**config.mk**
```make
export PLATFORM = sky130hd
export DESIGN_NAME = bda_serializer
export DESIGN_NICKNAME = d
export VERILOG_FILES = /design/src/hw/rtl/bda_pkg.sv /design/src/hw/rtl/bda_serializer.sv
export SDC_FILE = /design/constraint.sdc
export NUM_CORES = 1
export LEC_CHECK = 0
export BUFFER_PORTS_ARGS = -buffer_cell sky130_fd_sc_hd__buf_2
export CORE_ASPECT_RATIO = 1.25
export CORE_MARGIN = 4
export CORE_UTILIZATION = 30
export DETAILED_ROUTE_END_ITERATION = 10
export GPL_ROUTABILITY_DRIVEN = 0
export PLACE_DENSITY = 0.63
export SKIP_LAST_GASP = 1
export SLEW_MARGIN = 30
export SYNTH_ARGS = -nofsm -noshare
export SYNTH_HDL_FRONTEND = slang
export SYNTH_SLANG_ARGS = --single-unit
export TNS_END_PERCENT = 5
```
**constraint.sdc**
```tcl
create_clock -name clk -period 2.6 [get_ports clk]
set_input_delay 0.13 -clock clk [delete_from_list [all_inputs] [get_ports clk]]
set_output_delay 0.13 -clock clk [all_outputs]
set_load 0.02 [all_outputs]
```
**src/hw/rtl/bda_pkg.sv**
```systemverilog
package bda_pkg;

	// Fixed field widths
	localparam int VALUE_W = 27;
	localparam int CHAR_W = 6;
	localparam int DIGIT_W = 4;

	localparam int NUM_DIGITS_DEF = 8;

	// ASCII codes of the digits '0' and '9'
	localparam logic [CHAR_W-1:0] ASCII_ZERO = 6'd48;
	localparam logic [CHAR_W-1:0] ASCII_NINE = 6'd57;

	// Divide by ten: q = (v * RECIP_TEN) >> RECIP_SH, exact for any v below 2^32
	localparam int RECIP_W = 32;
	localparam int RECIP_SH = 35;
	localparam logic [RECIP_W-1:0] RECIP_TEN = 32'hCCCC_CCCD;

	// Control that travels with each word down the pipeline
	typedef struct packed {
		logic vld;
		logic ovf;
	} bda_ctl_t;

	// Largest number that fits in n decimal digits
	function automatic logic [63:0] max_decimal(input int n);
		logic [63:0] m;
		m = 64'd1;
		for (int i = 0; i < n; i++) begin
			m = m * 64'd10;
		end
		return m - 64'd1;
	endfunction

endpackage

```
**src/hw/rtl/bda_serializer.sv**
```systemverilog
module bda_serializer
	import bda_pkg::*;
#(
	parameter int NUM_DIGITS = NUM_DIGITS_DEF,
	parameter int IDX_W = 3
) (
	input  logic                               clk,
	input  logic                               arst_n,
	input  logic                               load,
	input  bda_ctl_t                           ctl_i,
	input  logic [NUM_DIGITS-1:0][DIGIT_W-1:0] digs_i,
	input  logic [IDX_W-1:0]                   msd_i,
	output logic                               rdy,
	output logic                               strobe,
	output logic [CHAR_W-1:0]                  char_code,
	output logic                               last,
	output logic                               overflow
);

	logic                               act_q;
	logic [IDX_W-1:0]                   idx_q;
	logic                               ovf_q;
	logic [NUM_DIGITS-1:0][DIGIT_W-1:0] digs_q;

	// Free when idle or sending the units digit
	assign rdy = !act_q || (idx_q == '0);

	always_ff @(posedge clk or negedge arst_n) begin
		if (!arst_n) begin
			act_q <= 1'b0;
			idx_q <= '0;
		end else if (load) begin
			act_q <= 1'b1;
			idx_q <= msd_i;
		end else if (act_q && (idx_q == '0)) begin
			act_q <= 1'b0;
		end else if (act_q) begin
			idx_q <= idx_q - 1'b1;
		end
	end

	always_ff @(posedge clk) begin
		if (load) begin
			digs_q <= digs_i;
			ovf_q  <= ctl_i.ovf;
		end
	end

	assign strobe    = act_q;
	assign char_code = ASCII_ZERO + CHAR_W'(digs_q[idx_q]);
	assign last      = (idx_q == '0);
	assign overflow  = ovf_q;

endmodule

```
==> results of run 1 <==
[Yosys cell counts]
library cell and number:
nand2b_1 2, edfxtp_1 33, mux4_1 8, nor4b_1 1
nor2_1 2, buf_2 1, a31o_2 1, a221o_1 1
a21oi_1 1, conb_1 1, dfrtp_1 4, nand2_1 16
ha_1 2, inv_1 3, o21ai_0 2, buf_6 1
mux2i_1 1, buf_4 2
[flip-flops by register name, indices dropped and copies added, names as in the netlist]
signal / count
digs_q: 32
idx_q: 3
overflow: 1
strobe: 1
[routing by layer]
layer  vias to the layer above  global-route usage  part of all wire
li1                        418                   -                 -
met1                       404               0.105              0.36
met2                        54               0.152              0.51
met3                         5              0.0450              0.12
met4                         0              0.0359             0.011
met5                         -                   0                 0
[critical path: cells and delay by family (launching register included)]
family        cells  cell delay [ns]
mux               1             0.63
buf+inv           1             0.16
flops             1             0.68
simple gates      2             0.15
[area by class of cell]
| cell class | count | area (um2) |
|---|---|---|
| Tap cell | 60 | 75.1 |
| Fill cell | 454 | 2910 |
| Multi-Input combinational cell | 39 | 375 |
| Sequential cell | 37 | 1090 |
| Inverter | 3 | 11.3 |
| Clock buffer | 6 | 72.6 |
| Clock inverter | 2 | 10.0 |
| Timing Repair Buffer | 48 | 250 |
[through the flow]
step	setup slack [ns]	hold WS (ns)	cells	util
2_1_floorplan	1.13	-0.166	83	-
3_3_place_gp	0.840	-0.0653	185	0.371
3_5_place_dp	0.804	-0.0629	185	0.371
4_1_cts	0.517	0.00589	194	0.391
5_1_grt	0.429	0.000135	195	0.393
6_report	0.565	0.0209	195	0.393
[cells by family (layout without fill, tap and decap cells)]
group                      Yosys count  after routing
DFF                                 37             37
and+or+nand+nor                     21             21
muxes                                9              9
buffers and inverters                7             59
AOI/OAI and AO/OA                    5              5
adders and majority gates            2              2
other                                1              2
[power by group]
group | leakage [nW] | total (W) | switching, W | internal, W
logic | 0.385 | 0.000325 | 0.000171 | 0.000154
clock network | 0.0450 | 0.000366 | 0.000181 | 0.000185
registers | 0.369 | 0.000765 | 0.0000552 | 0.000710
[path summary, 6_finish.rpt]
kind	slack (ns)	from	end
worst min register to register	0.66	strobe	strobe
worst min-delay path	0.02	digs_i[11]	digs_q[11]
worst max-delay path	0.57	idx_q[0]	char_code[0]
worst max register to register	0.79	idx_q[0]	idx_q[0]
min in group asynchronous	0.18	arst_n	strobe
max in group asynchronous	2.31	arst_n	idx_q[1]
==> impl_metrics.py, run 1 <==
metrics = {
    "routing": {
        "drc": 0,
        "drt_iter0_drc": 36,
        "wl_per_cell_um": 13.4,
        "dr.pass1.iters": 4,
        "vias_per_cell": 4.52,
        "wl_um": 2610,
        "vias": 881,
        "postRouteAntennaNets": 0,
    },
    "global_route": {
        "grt_pass1_wl_um": 4320,
        "antenna_found_initial": 0,
        "grt_pass1_vias": 930,
        "grt-ovfl-total": 0,
        "grt_max_degree": 42,
        "grt_usage": 0.0934,
    },
    "critical_path": {
        "startpoint_type": "flip-flop",
        "cp_cell_sequence": "mux4_1 > nand2_1 > nand2_1 > buf_2",
        "critPathRequiredTime_ns": 2.47,
        "crit_arrival_ns": 1.90,
        "crit_path_max_fanout": 10,
        "r2r_cells": 6,
        "max_stage_delay_ns": 0.68,
        "worstSetupPathType": "flip-flop to output pin",
        "end_kind": "output pin",
        "cp_common_cell": "nand2_1",
        "crit_slowest_cell": "dfrtp_1",
    },
    "floorplan": {
        "ios": 50,
        "rows": 28,
        "core_area_mm2": 0.00480,
        "initial_core_util": 0.314,
        "die_h_um": 87.2,
        "dieArea_mm2": 0.00622,
        "die_w_um": 71.4,
    },
    "power": {
        "ir_drop_v": 0.000318,
        "total_power_w": 0.00146,
        "p_leak_nw": 0.799,
        "cellPowerDensity_mw_per_mm2": 772,
    },
    "placed_design": {
        "place_area_mm2": 0.00178,
        "portBuffers": 46,
        "dpl.hpwl_um": 1930,
    },
    "synthesis": {
        "synth_top_family_by_area": "multiplexers",
        "synth_top_area_frac": 0.658,
        "synthesis.area_mm2": 0.00151,
        "yosys-top-cells-area": "edfxtp_1, mux4_1, dfrtp_1, nand2_1, ha_1",
        "synth-compound-area-share": 0.0224,
        "synth_seq_cells": 37,
        "ys_warn_count": 0,
        "synthMuxAreaShare": 0.146,
        "synthSimpleGateAreaFrac": 0.0590,
        "yosysSeqAreaShare": 0.725,
        "yosys.area.top_type": "edfxtp_1",
        "synth_cells": 82,
        "synth-xor-area-share": 0,
        "syn_area_per_cell_um2": 18.4,
        "yosys.cell_types.count": 18,
        "synth-adder-area-share": 0.0166,
    },
    "sta": {
        "max_freq_mhz": 491,
        "fin_crit_ns": 2.03,
        "timing.slew.headroom": 0.448,
        "skew_ns": 0.000194,
        "tightest_slew_ns": 0.828,
        "rsz0062_at_grt": "false",
        "hold_violations": 0,
        "setup_viol": 0,
        "fin_setup_tns_ns": 0,
        "fin_crit_sh": 0.783,
        "slew_violations": 0,
    },
    "finish": {
        "finalInstanceArea_mm2": 0.00189,
        "layout-drive-gt1-share": 0.400,
        "layout.nets": 176,
        "mostFrequentLayoutCell": "buf_2",
        "syn_to_final_growth_pct": 25.3,
        "final_cell_mix": "buf_2, edfxtp_1, nand2_1",
        "antenna_cells": 0,
    },
    "clock_network": {
        "cts_tree": "done",
        "insertion_delay_ns": 0.27,
        "post_cts_buffers": 0,
        "cts_made_buffers": 5,
        "cts-root-buf": "clkbuf_8",
        "cts_hold_buf": 1,
        "cts_resized": 0,
        "ctsHtreeMaxLevel": 2,
        "cts_max_path_buffers": 2,
        "cts.clk_slew.worst_paths_ns": 0.07,
        "cts_sinks": 37,
    },
    "hold_path": {
        "worstHoldPathCells": 1,
        "hold_class": "primary input to flip-flop",
    },
    "job": {
        "drv_cap": 0,
    },
    "status": {
        "status": "finished clean",
    },
}
No activity file was read; power rests on OpenSTA's default activity.
==> run 2: changes to the inputs <==
Settings changed: ABC_AREA set to 1, PLACE_DENSITY 0.63 to 0.62.
Clock period 2.6 ns to 2.1 ns, I/O delays scaled along.
==> run 2 against run 1 <==
- sequential share of layout area is 13 points lower
- synthesized cell count is 110% higher
- area after synthesis grew 15%
- highest routed layer unchanged
- non-clock buffer count is 34 higher
- sequential power is 29% higher
- register-to-register slack got worse by 0.17 ns
- total power rose by 66%
- global-route usage rose by 0.76 points
- wire length is 27% higher
- count of clock-buffer cells in the layout up 1
- flip-flop and latch count unchanged
==> impl_metrics.py, run 2 <==
metrics = {
    "floorplan": {
        "core_area_mm2": 0.00552,
        "initial_core_util": 0.313,
        "rows": 30,
        "ios": 50,
        "die_w_um": 75.9,
        "die_h_um": 92.9,
        "dieArea_mm2": 0.00705,
    },
    "clock_network": {
        "cts_max_path_buffers": 2,
        "cts_tree": "done",
        "cts_sinks": 37,
        "ctsHtreeMaxLevel": 2,
        "cts_made_buffers": 5,
        "insertion_delay_ns": 0.27,
        "cts-root-buf": "clkbuf_8",
        "cts_resized": 0,
        "cts.clk_slew.worst_paths_ns": 0.07,
    },
    "sta": {
        "setup_viol": 0,
        "rsz0062_at_grt": "false",
        "fin_crit_ns": 1.69,
        "fin_crit_sh": 0.807,
        "tightest_slew_ns": 0.565,
        "skew_ns": 0.000385,
        "slew_violations": 0,
        "timing.slew.headroom": 0.623,
        "max_freq_mhz": 590,
        "hold_violations": 0,
        "fin_setup_tns_ns": 0,
    },
    "synthesis": {
        "yosys.cell_types.count": 19,
        "ys_top_cells_by_count": "nand2_1, inv_1, edfxtp_1",
        "async_flop_share": 0.108,
        "yosys.area.top_type": "edfxtp_1",
        "synth_cells": 172,
        "ys_dominant_reg_cell": "edfxtp_1",
        "ys_warn_count": 0,
        "yosys-top-cells-area": "edfxtp_1, nand2_1, inv_1, dfrtp_1, nand3_1",
        "yosysMostFrequentCell": "nand2_1",
        "synthesis.area_mm2": 0.00173,
        "yosysSeqAreaShare": 0.631,
        "synth_edf_count": 33,
        "synth_top_area_frac": 0.573,
        "syn_area_per_cell_um2": 10.0,
        "synth_seq_cells": 37,
    },
    "finish": {
        "final_cell_mix": "nand2_1, buf_2, inv_1",
        "final_util": 0.437,
        "largest-register": "digs_q",
        "layout.nets": 297,
        "fill_cells": 526,
        "syn_to_final_growth_pct": 39.5,
        "mostFrequentLayoutCell": "nand2_1",
        "largest_reg_flops": 32,
        "antenna_cells": 0,
        "layout-drive-gt1-share": 0.258,
        "reg_top3": "digs_q x32, idx_q x3",
    },
    "critical_path": {
        "max_stage_delay_ns": 0.49,
        "r2r_setup_slack_ns": 0.62,
        "crit_slowest_cell": "dfrtp_1",
        "r2r_cells": 7,
        "crit_path_max_fanout": 11,
        "crit_arrival_ns": 1.59,
        "critPathRequiredTime_ns": 2.00,
        "crit_buf_inv": 3,
        "rr_endpoint": "idx_q[1]",
        "cp_cell_sequence": "inv_2 > ha_1 > inv_1 > o21ai_4 > buf_2",
        "worst_path_dominant_cell_family": "flip-flops",
        "startpoint_type": "flip-flop",
        "r2r-start": "idx_q[1]",
        "worstSetupPathType": "flip-flop to output pin",
        "end_kind": "output pin",
    },
    "power": {
        "cellPowerDensity_mw_per_mm2": 1000,
        "ir_drop_v": 0.000440,
        "clkPwrFrac": 0.186,
        "swShare": 0.385,
        "p_int_w": 0.00149,
        "total_power_w": 0.00242,
        "p_switching_w": 0.000931,
        "combPwrFrac": 0.407,
        "sequentialPowerShare": 0.408,
        "p_leak_nw": 1.18,
    },
    "hold_path": {
        "worstHoldPathCells": 5,
        "worstHoldEndpoint": "idx_q[2]",
        "hp-start": "msd_i[2]",
        "hold_class": "primary input to flip-flop",
    },
    "job": {
        "drv_cap": 0,
    },
    "placed_design": {
        "dpl.hpwl_um": 2300,
        "portBuffers": 46,
    },
    "routing": {
        "drc": 0,
        "drt_iter0_drc": 51,
        "wl_per_cell_um": 10.3,
        "dr.pass1.iters": 4,
        "wl_um": 3300,
        "postRouteAntennaNets": 0,
        "vias_per_cell": 4.09,
        "vias": 1310,
    },
    "global_route": {
        "antenna_found_initial": 0,
        "grt_max_degree": 29,
        "grt-ovfl-total": 0,
        "grt_pass1_vias": 1329,
        "grt_usage": 0.101,
        "grt_pass1_wl_um": 5390,
    },
    "status": {
        "status": "finished clean",
    },
}
-- run 2: changes by cell type in the layout (fill, tap and decap cells not counted), sizes merged, moves of 3 or more --
cell,before,now
nand2,16,63
inv,3,38
dlygate4sd3,2,34
nand3,0,18
mux4,8,0
o21ai,2,5
-- run 2: through the flow --
step	setup WS (ns)	hold slack, ns	cells	area, um2
2_1_floorplan	0.646	-0.191	173	1730
3_3_place_gp	0.640	-0.0876	278	1990
3_5_place_dp	0.623	-0.0842	278	1990
4_1_cts	0.399	0.000410	316	2370
5_1_grt	0.306	0.148	320	2410
6_report	0.406	0.138	320	2410
-- run 2: kinds of logic after synthesis --
family,count (synthesis),synth area share
other,1,0.00217
DFF,37,0.631
and+or+nand+nor,82,0.207
adders and majority gates,2,0.0145
AOI/OAI and AO/OA,5,0.0210
buffers and inverters,45,0.124
-- run 2: how the worst max path moves through the flow --
stage                         from        to  slack, ns  depth (start not counted)
after CTS                 idx_q[1]       rdy       0.40                          5
after detailed placement  idx_q[1]  idx_q[1]       0.62                          7
after global routing      idx_q[1]       rdy       0.31                          5
after global placement    idx_q[1]  idx_q[1]       0.64                          7
after floorplan           idx_q[0]  idx_q[1]       0.65                          9
final                     idx_q[1]       rdy       0.41                          5
-- run 2: metal layers --
metal	global-route usage	wire [um]	vias up
li1	-	-	694
met1	0.111	1260	579
met2	0.176	1800	33
met3	0.0261	204	4
met4	0.0437	34	0
met5	0	0	-
-- run 2: final cells by class --
type | instances | area, um2 | share of cell area
clock inverter | 1 | 3.75 | 0.00156
inverter | 38 | 148 | 0.0612
sequential | 37 | 1090 | 0.453
timing repair buffer | 82 | 586 | 0.243
clock buffer | 7 | 76.3 | 0.0317
multi-input combinational | 91 | 427 | 0.177
tap | 64 | 80.1 | 0.0332
-- run 2: repair_timing --
item,4_1_cts,5_1_grt
endpoints found under the hold margin,33,4
buffers inserted,0,0
hold buffers,30,4
-- run 2: worst min-delay path, cell delays in order --
cell,delay (ns)
buf_2,0.08
nand2_1,0.05
nand2_1,0.06
nand2_1,0.04
nand2_1,0.05
-- run 2: power by group through the flow --
stage | Sequential (W) | Combinational [W] | Clock [W]
2_1_floorplan | 0.000946 | 0.000792 | 0
4_1_cts | 0.000987 | 0.000996 | 0.000471
3_5_place_dp | 0.00100 | 0.000951 | 0
6_report | 0.000987 | 0.000984 | 0.000449
5_1_grt | 0.000997 | 0.00111 | 0.000503
3_3_place_gp | 0.00100 | 0.000945 | 0
