==> src/hw/rtl/bda_pkg.sv <==
package bda_pkg;

	// Fixed field widths
	localparam int VALUE_W = 27;
	localparam int CHAR_W = 6;
	localparam int DIGIT_W = 4;

	localparam int NUM_DIGITS_DEF = 8;

	// ASCII codes of the digits '0' and '9'
	localparam logic [CHAR_W-1:0] ASCII_ZERO = 6'd48;
	localparam logic [CHAR_W-1:0] ASCII_NINE = 6'd57;

	// Divide by ten: q = (v * RECIP_TEN) >> RECIP_SH, exact for any v below 2^32
	localparam int RECIP_W = 32;
	localparam int RECIP_SH = 35;
	localparam logic [RECIP_W-1:0] RECIP_TEN = 32'hCCCC_CCCD;

	// Control that travels with each word down the pipeline
	typedef struct packed {
		logic vld;
		logic ovf;
	} bda_ctl_t;

	// Largest number that fits in n decimal digits
	function automatic logic [63:0] max_decimal(input int n);
		logic [63:0] m;
		m = 64'd1;
		for (int i = 0; i < n; i++) begin
			m = m * 64'd10;
		end
		return m - 64'd1;
	endfunction

endpackage

==> src/hw/rtl/bda_clamp.sv <==
module bda_clamp
	import bda_pkg::*;
#(
	parameter int NUM_DIGITS = NUM_DIGITS_DEF
) (
	input  logic               clk,
	input  logic               arst_n,
	input  logic               adv,
	input  logic               start,
	input  logic [VALUE_W-1:0] value,
	output bda_ctl_t           ctl_s1,
	output logic [VALUE_W-1:0] val_s1
);

	localparam logic [63:0] LIMIT = max_decimal(NUM_DIGITS);

	logic ovf;

	assign ovf = (64'(value) > LIMIT);

	always_ff @(posedge clk or negedge arst_n) begin
		if (!arst_n) begin
			ctl_s1 <= '0;
		end else if (adv) begin
			ctl_s1.vld <= start;
			ctl_s1.ovf <= ovf;
		end
	end

	// Saturate to all nines
	always_ff @(posedge clk) begin
		if (adv) begin
			val_s1 <= ovf ? LIMIT[VALUE_W-1:0] : value;
		end
	end

endmodule

==> config.mk <==
export PLATFORM = sky130hd
export DESIGN_NAME = bda_clamp
export DESIGN_NICKNAME = d
export VERILOG_FILES = /design/src/hw/rtl/bda_pkg.sv /design/src/hw/rtl/bda_clamp.sv
export SDC_FILE = /design/constraint.sdc
export NUM_CORES = 1
export LEC_CHECK = 0
export BUFFER_PORTS_ARGS = -buffer_cell sky130_fd_sc_hd__buf_2
export CORE_UTILIZATION = 25
export DETAILED_ROUTE_END_ITERATION = 10
export SYNTH_ARGS = -nofsm -noshare
export SYNTH_HDL_FRONTEND = slang
export SYNTH_SLANG_ARGS = --single-unit
export TNS_END_PERCENT = 100
==> constraint.sdc <==
create_clock -name clk -period 1.81 [get_ports clk]
set_clock_uncertainty 0.15 [all_clocks]
set_input_delay 0.4525 -clock clk [delete_from_list [all_inputs] [get_ports clk]]
set_output_delay 0.4525 -clock clk [all_outputs]
set_load 0.01 [all_outputs]
==> qor.yml, run 1 <==
io_buffers: 59
clkSlewWorstSetupHoldPaths_ns: 0.06
cts_made_buffers: 5
grt_max_degree: 16
setup_ws_ns: 0.124
path_cells: "buf_2 > buf_4 > a21oi_1 > o31ai_1 > a22oi_2 > buf_4 > or2b_2"
cpMaxStageDelayCell: "or2b_2"
syn_avg_cell_area_um2: 16.2
cpMostUsedCell: "buf_4"
synthSimpleGateAreaFrac_pct: 22.3
clk_latency_ns: 0.27
slew_viol_final: 0
wl_per_cell_um: 13.1
yosys_warnings: 0
initial_core_util_pct: 25.9
worstPathArrival_ns: 1.56
post_cts_buffers: 0
post-dp-hpwl_um: 2160
initialDrtViolationCount: 64
violations: "DRC"
cts_tree: "done"
drt_pass1_iterations: 7
synthMuxAreaShare_pct: 0.926
final_core_util_pct: 37.6
hold_viol: 0
nets: 184
crit_type: "primary input to flop"
synth_seq_area_share_pct: 70.8
cts_resized: 0
synth_fp_nets: 106
pin_count: 60
layout_commonest_cell: "buf_2"
rows: 25
drc_errors: 2
endpoint_kind: "flop"
gp_congestion: 0.789
drtAntennaViolNets: 0
start_kind: "primary input"
dp_slack_ns: -0.198
rsz0062_at_grt: "false"
dieArea_um2: 5150
maxCapViolations: 0
finalCriticalPeriod_ns: 1.69
hold_ws_ns: 0.261
max_slew_margin_pct: 80.7
numClockSinks: 29
antenna_found_initial: 0
synthCells: 75
synth_cell_types: 25
core_area_um2: 4690
status: "finished with violations"
crit_path_max_fanout: 4
synth-compound-area-share_pct: 3.81
grt_overflow: 0
drt-total-wl_um: 2730
cts_hold_buf: 1
final_cell_mix: "buf_2 (59), edfxtp_1 (27), buf_4 (13)"
worst_hold_path_type: "primary input to flop"
n_antenna_cell: 0
die_h_um: 71.7
leakagePower_nw: 0.766
grt_pass1_vias: 900
worst-r2r-cell-count: 2
drive_gt1_share_pct: 59.1
setup_viol: 0
synth_seq_cells: 29
clock_path_buffers: 2
final_cell_area_um2: 1760
syn_area_um2: 1220
max_freq_mhz: 593
tightest_slew_ns: 0.288
die_x_um: 71.7
yosys.area_share.xor_xnor_pct: 0
post-route-period-util_pct: 93.1
p_per_area_nw_per_um2: 869
route.vias.total: 902
hold_depth: 2
grt_pass1_wl_um: 4240
placed_area_um2: 1670
vdd_drop_max_mv: 0.242
htreeDepth: 2
root_buffer: "clkbuf_8"
synth_top_family_by_area: "simple AND/OR/NAND/NOR gates"
syn2layout_area_growth_pct: 45.0
vias_per_cell: 4.34
critPathMaxStageDelay_ns: 0.30
grt_use_total_pct: 11.4
cp_data_required_time_ns: 1.68
synth-adder-area-share_pct: 0
==> sequential cells by signal, indices dropped and copies added (netlist names) <==
name,count
ctl_s1,2
val_s1,27
==> cells by family after synthesis <==
family,count (synthesis)
flip-flops,29
buffers and inverters,3
AND/OR/NAND/NOR,38
AO/OA/AOI/OAI,4
multiplexers,1
==> area by class of cell <==
cell class,count,area [µm²]
Clock inverter,2,10.0
Clock buffer,6,72.6
Multi-Input combinational cell,43,329
Sequential cell,29,861
Fill cell,477,2930
Tap cell,54,67.6
Timing Repair Buffer,74,423
==> per-layer routing <==
layer	GRT usage, %	vias to the layer above	share of wire, %
met5	0	-	0
met4	5.23	0	1.9
met2	18.6	47	49
met3	4.92	7	8.7
met1	13.0	414	40
li1	-	434	-
==> power by group <==
| group | internal, W | total [W] | switching, W | leakage [nW] |
|---|---|---|---|---|
| sequential | 0.000799 | 0.000813 | 0.0000146 | 0.289 |
| clock | 0.000265 | 0.000499 | 0.000233 | 0.0450 |
| combinational | 0.000111 | 0.000219 | 0.000108 | 0.433 |
==> per-stage QoR <==
step / setup TNS, ns / std cells / total power, W
CTS: 0 / 208 / 0.00156
global route: 0 / 208 / 0.00161
finish: 0 / 208 / 0.00153
floorplan: 0 / 75 / 0.000914
detailed placement: -3.24 / 199 / 0.00105
global placement: -1.68 / 199 / 0.00104
==> synth_stat cells <==
cell | count | area (µm²)
clkbuf_1 | 1 | 3.75
and3_1 | 1 | 6.26
nor2_1 | 4 | 15.0
or3_1 | 1 | 6.26
or2b_1 | 1 | 7.51
nand3b_1 | 9 | 67.6
a21oi_1 | 1 | 5.00
o31ai_1 | 1 | 7.51
and3b_1 | 3 | 26.3
buf_6 | 2 | 22.5
nand2b_1 | 4 | 25.0
mux2_2 | 1 | 11.3
nor2b_1 | 1 | 6.26
or2b_2 | 5 | 43.8
nand4_2 | 1 | 12.5
and2_1 | 3 | 18.8
a31oi_4 | 1 | 21.3
nand3_1 | 1 | 5.00
nor4_2 | 1 | 12.5
dfrtp_1 | 2 | 50.1
nand2_1 | 1 | 3.75
and2_4 | 1 | 8.76
a22oi_2 | 1 | 12.5
edfxtp_1 | 27 | 811
nand4_1 | 1 | 6.26
==> critical path, delay by kind of cell <==
family | cells | cell delay [ns]
and+or+nand+nor | 1 | 0.30
buffers and inverters | 3 | 0.38
AOI/OAI and AO/OA | 3 | 0.43
==> worst paths after layout <==
check                          start  slack [ns]         end
max reg2reg                ctl_s1[0]        0.92   ctl_s1[0]
min reg2reg                ctl_s1[1]        0.35   ctl_s1[1]
min in group asynchronous     arst_n        0.35   ctl_s1[1]
min                            start        0.26   ctl_s1[1]
max in group asynchronous     arst_n        1.07   ctl_s1[0]
max                        value[18]        0.12  val_s1[18]
No activity file was read; power rests on OpenSTA's default activity.
==> run 2: changes to the inputs <==
PLACE_DENSITY = 0.54   (was default)
==> qor.yml, run 2 (same netlist as run 1, synthesis figures left out) <==
largest_register_ffs: 27
endpoint_kind: "flop"
n_antenna_cell: 0
worst_hold_path_type: "primary input to flop"
numClockSinks: 29
vias_per_cell: 4.29
dieArea_um2: 5150
grt_pass1_vias: 868
hold_ws_ns: 0.266
fillers: 480
core_area_um2: 4690
p_per_area_nw_per_um2: 892
io_buffers: 59
final_cell_mix: "buf_2 (59), edfxtp_1 (27), nand3b_1 (9), buf_4 (9), clkbuf_8 (6)"
max_slew_margin_pct: 79.4
final_core_util_pct: 37.1
syn2layout_area_growth_pct: 43.1
hold_viol: 0
grt_overflow: 0
rsz0062_at_grt: "false"
root_buffer: "clkbuf_8"
cp_data_required_time_ns: 1.69
wl_per_cell_um: 13.0
status: "finished clean"
crit_type: "primary input to flop"
cts_tree: "done"
grt_use_total_pct: 10.8
nets: 180
clock_path_buffers: 2
grt_max_degree: 23
cts_resized: 0
drc_errors: 0
route.vias.total: 876
drtAntennaViolNets: 0
seq_area_um2: 861
initialDrtViolationCount: 23
multi_input_area_um2: 329
placed_area_um2: 1640
start_kind: "primary input"
top_register: "val_s1"
r2r_slack_ns: 0.92
drive_gt1_share_pct: 57.3
rows: 25
gp_congestion: 0.771
antenna_found_initial: 0
die_x_um: 71.7
leakagePower_nw: 0.748
setup_viol: 0
finalCriticalPeriod_ns: 1.65
slew_viol_final: 0
clk_latency_ns: 0.27
largestRegisters: "val_s1 x27, ctl_s1 x2"
post-route-period-util_pct: 90.9
drt-total-wl_um: 2650
worstPathArrival_ns: 1.53
die_h_um: 71.7
htreeDepth: 2
layout_commonest_cell: "buf_2"
clkSlewWorstSetupHoldPaths_ns: 0.06
pin_count: 60
tightest_slew_ns: 0.308
max_freq_mhz: 608
drt_pass1_iterations: 4
maxCapViolations: 0
power.total_w: 0.00155
grt_pass1_wl_um: 4020
cts_made_buffers: 5
post_cts_buffers: 0
vdd_drop_max_mv: 0.260
post-dp-hpwl_um: 2030
crit_path_max_fanout: 18
initial_core_util_pct: 25.9
final_cell_area_um2: 1740
-- run 2: cell count changes in the layout (fill, tap and decap cells not counted) --
cell / before / now
clkbuf_1: 1 / 2
buf_4: 13 / 9
clkbuf_8: 5 / 6
clkinv_2: 2 / 0
-- run 2: worst max-delay path, stage by stage --
cell and delay [ns]:
buf_2 0.11, nand3_1 0.10, o31ai_1 0.34, a22oi_2 0.12, buf_4 0.22, and3b_1 0.19
-- run 2: timing repair --
item | 4_1_cts | 5_1_grt
hold buffers | 1 | 0
hold endpoints to repair | 2 | 0
setup endpoints to repair | 0 | 0
-- run 2: per-stage QoR --
| step | TNS, ns | std cells | worst slack [ns] |
|---|---|---|---|
| global placement | -0.941 | 195 | -0.110 |
| finish | 0 | 204 | 0.164 |
| detailed placement | -1.33 | 195 | -0.117 |
| CTS | 0 | 204 | 0.169 |
| global route | 0 | 204 | 0.0853 |
| floorplan | 0 | 75 | 0.166 |
-- run 2: report_power, final --
part | total [W] | internal (W) | switching (W)
combinational | 0.000211 | 0.000106 | 0.000106
clock | 0.000529 | 0.000309 | 0.000219
sequential | 0.000813 | 0.000799 | 0.0000142
-- run 2: final cells by class --
type | instances | area share [%]
Sequential cell | 29 | 49.5
Timing Repair Buffer | 70 | 22.6
Multi-Input combinational cell | 43 | 18.9
Clock buffer | 8 | 5.18
Tap cell | 54 | 3.88
-- run 2: worst paths after layout --
kind,start,to,depth (start not counted)
hold / removal,start,ctl_s1[1],2
hold reg to reg,ctl_s1[1],ctl_s1[1],1
max in group asynchronous,arst_n,ctl_s1[0],2
min in group asynchronous,arst_n,ctl_s1[1],2
setup / recovery,value[18],val_s1[9],6
setup reg to reg,ctl_s1[1],ctl_s1[1],1
-- run 2: layer usage --
metal | vias up | GRT usage [%] | part of all wire, %
met2 | 44 | 17.9 | 50
met1 | 402 | 12.2 | 40
met5 | - | 0 | 0
met4 | 0 | 4.58 | 0.45
met3 | 2 | 4.78 | 9.3
li1 | 428 | - | -
==> run 3: changes to the inputs <==
CORE_UTILIZATION = 44   (was 25)
CTS_CLUSTER_DIAMETER = 100   (was default)
PLACE_DENSITY = 0.82   (was 0.54)
clock period = 1.83 ns   (was 1.81 ns; I/O delays follow)
==> qor.yml, run 3 (same netlist as run 1, synthesis figures left out) <==
cts_tree: "done"
p_per_area_nw_per_um2: 826
hold_end: "ctl_s1[1]"
drc_errors: 0
clkSlewWorstSetupHoldPaths_ns: 0.09
drtAntennaViolNets: 0
setup_ws_ns: 0.236
timing.rr.start: "ctl_s1[1]"
syn2layout_area_growth_pct: 35.2
cts_made_buffers: 5
final_cell_area_um2: 1640
tns_ns: 0
hold_viol: 0
worst_hold_path_type: "primary input to flop"
clock_path_buffers: 2
rows: 18
route.vias.total: 886
r2r_slack_ns: 0.93
vias_per_cell: 4.98
dieArea_um2: 2980
post-route-period-util_pct: 87.1
core_area_um2: 2540
r2r_end: "ctl_s1[1]"
power.total_w: 0.00136
numClockSinks: 29
rsz0062_at_grt: "false"
tightest_slew_ns: 0.361
cp_data_required_time_ns: 1.75
finalCriticalPeriod_ns: 1.59
placed_area_um2: 1580
endpoint_kind: "flop"
root_buffer: "clkbuf_4"
status: "finished clean"
maxCapViolations: 0
die_h_um: 54.6
grt_max_degree: 14
drt-total-wl_um: 2410
start_kind: "primary input"
crit_type: "primary input to flop"
initial_core_util_pct: 47.8
initialDrtViolationCount: 18
max_slew_margin_pct: 75.9
n_antenna_cell: 0
worstPathArrival_ns: 1.51
grt_use_total_pct: 19.0
antenna_found_initial: 0
dp_slack_ns: -0.120
slew_viol_final: 0
io_buffers: 59
post-dp-hpwl_um: 1920
cts_hold_buf: 1
grt_pass1_wl_um: 3680
hold_depth: 2
htreeDepth: 2
pin_count: 60
post_cts_buffers: 0
worst-r2r-cell-count: 1
vdd_drop_max_mv: 0.500
grt_overflow: 0
leakagePower_nw: 0.720
die_x_um: 54.6
largestRegisters: "val_s1 x27, ctl_s1 x2"
clk_latency_ns: 0.31
crit_path_max_fanout: 9
top_register: "val_s1"
largest_register_ffs: 27
final_cell_mix: "buf_2 (59), edfxtp_1 (27), nand3b_1 (9)"
hold_start: "start"
cts_resized: 0
wl_per_cell_um: 13.5
hold_ws_ns: 0.225
grt_pass1_vias: 873
drive_gt1_share_pct: 57.4
setup_viol: 0
gp_congestion: 0.750
max_freq_mhz: 627
drt_pass1_iterations: 4
nets: 178
layout_commonest_cell: "buf_2"
[run 3: cell types whose count changed in the layout (fill, tap and decap cells not counted), sizes merged]
cell    delta
buf        -2
clkbuf     -2
clkinv     +2
[run 3: per-stage QoR]
| stage | cells | util [%] |
|---|---|---|
| after global placement | 169 | 62.2 |
| final | 178 | 64.6 |
| after global routing | 178 | 64.6 |
| after CTS | 178 | 64.6 |
| after floorplan | 75 | - |
| after detailed placement | 169 | 62.2 |
[run 3: worst max path at each step]
stage | startpoint | end | cells after the start
after floorplan | value[16] | val_s1[12] | 5
after global placement | value[18] | val_s1[0] | 6
after detailed placement | value[16] | val_s1[10] | 6
after CTS | value[16] | val_s1[10] | 6
after global routing | value[18] | val_s1[10] | 6
final | value[18] | val_s1[10] | 6
[run 3: report_power, final]
part           internal [W]  leakage [nW]  switching, W
Clock              0.000146        0.0320      0.000206
Sequential         0.000788         0.289     0.0000145
Combinational     0.0000999         0.400      0.000104
Total               0.00103         0.720      0.000324
[run 3: per-layer routing]
layer	up-vias	routed length, µm	GRT usage (%)
met2	49	1260	33.7
met5	-	0	0
met4	0	35	8.97
met3	5	179	5.83
li1	425	-	-
met1	407	931	20.3
[run 3: final cells by class]
class | instances | area [µm²]
Fill cell | 201 | 901
Sequential cell | 29 | 861
Timing Repair Buffer | 68 | 365
Multi-Input combinational cell | 43 | 329
Clock buffer | 6 | 41.3
Tap cell | 30 | 37.5
Clock inverter | 2 | 10.0
[run 3: critical path: stages]
cell	delay (ns)
buf_2	0.10
nand3_1	0.10
o31ai_1	0.32
a22oi_2	0.17
buf_4	0.20
and3b_1	0.16
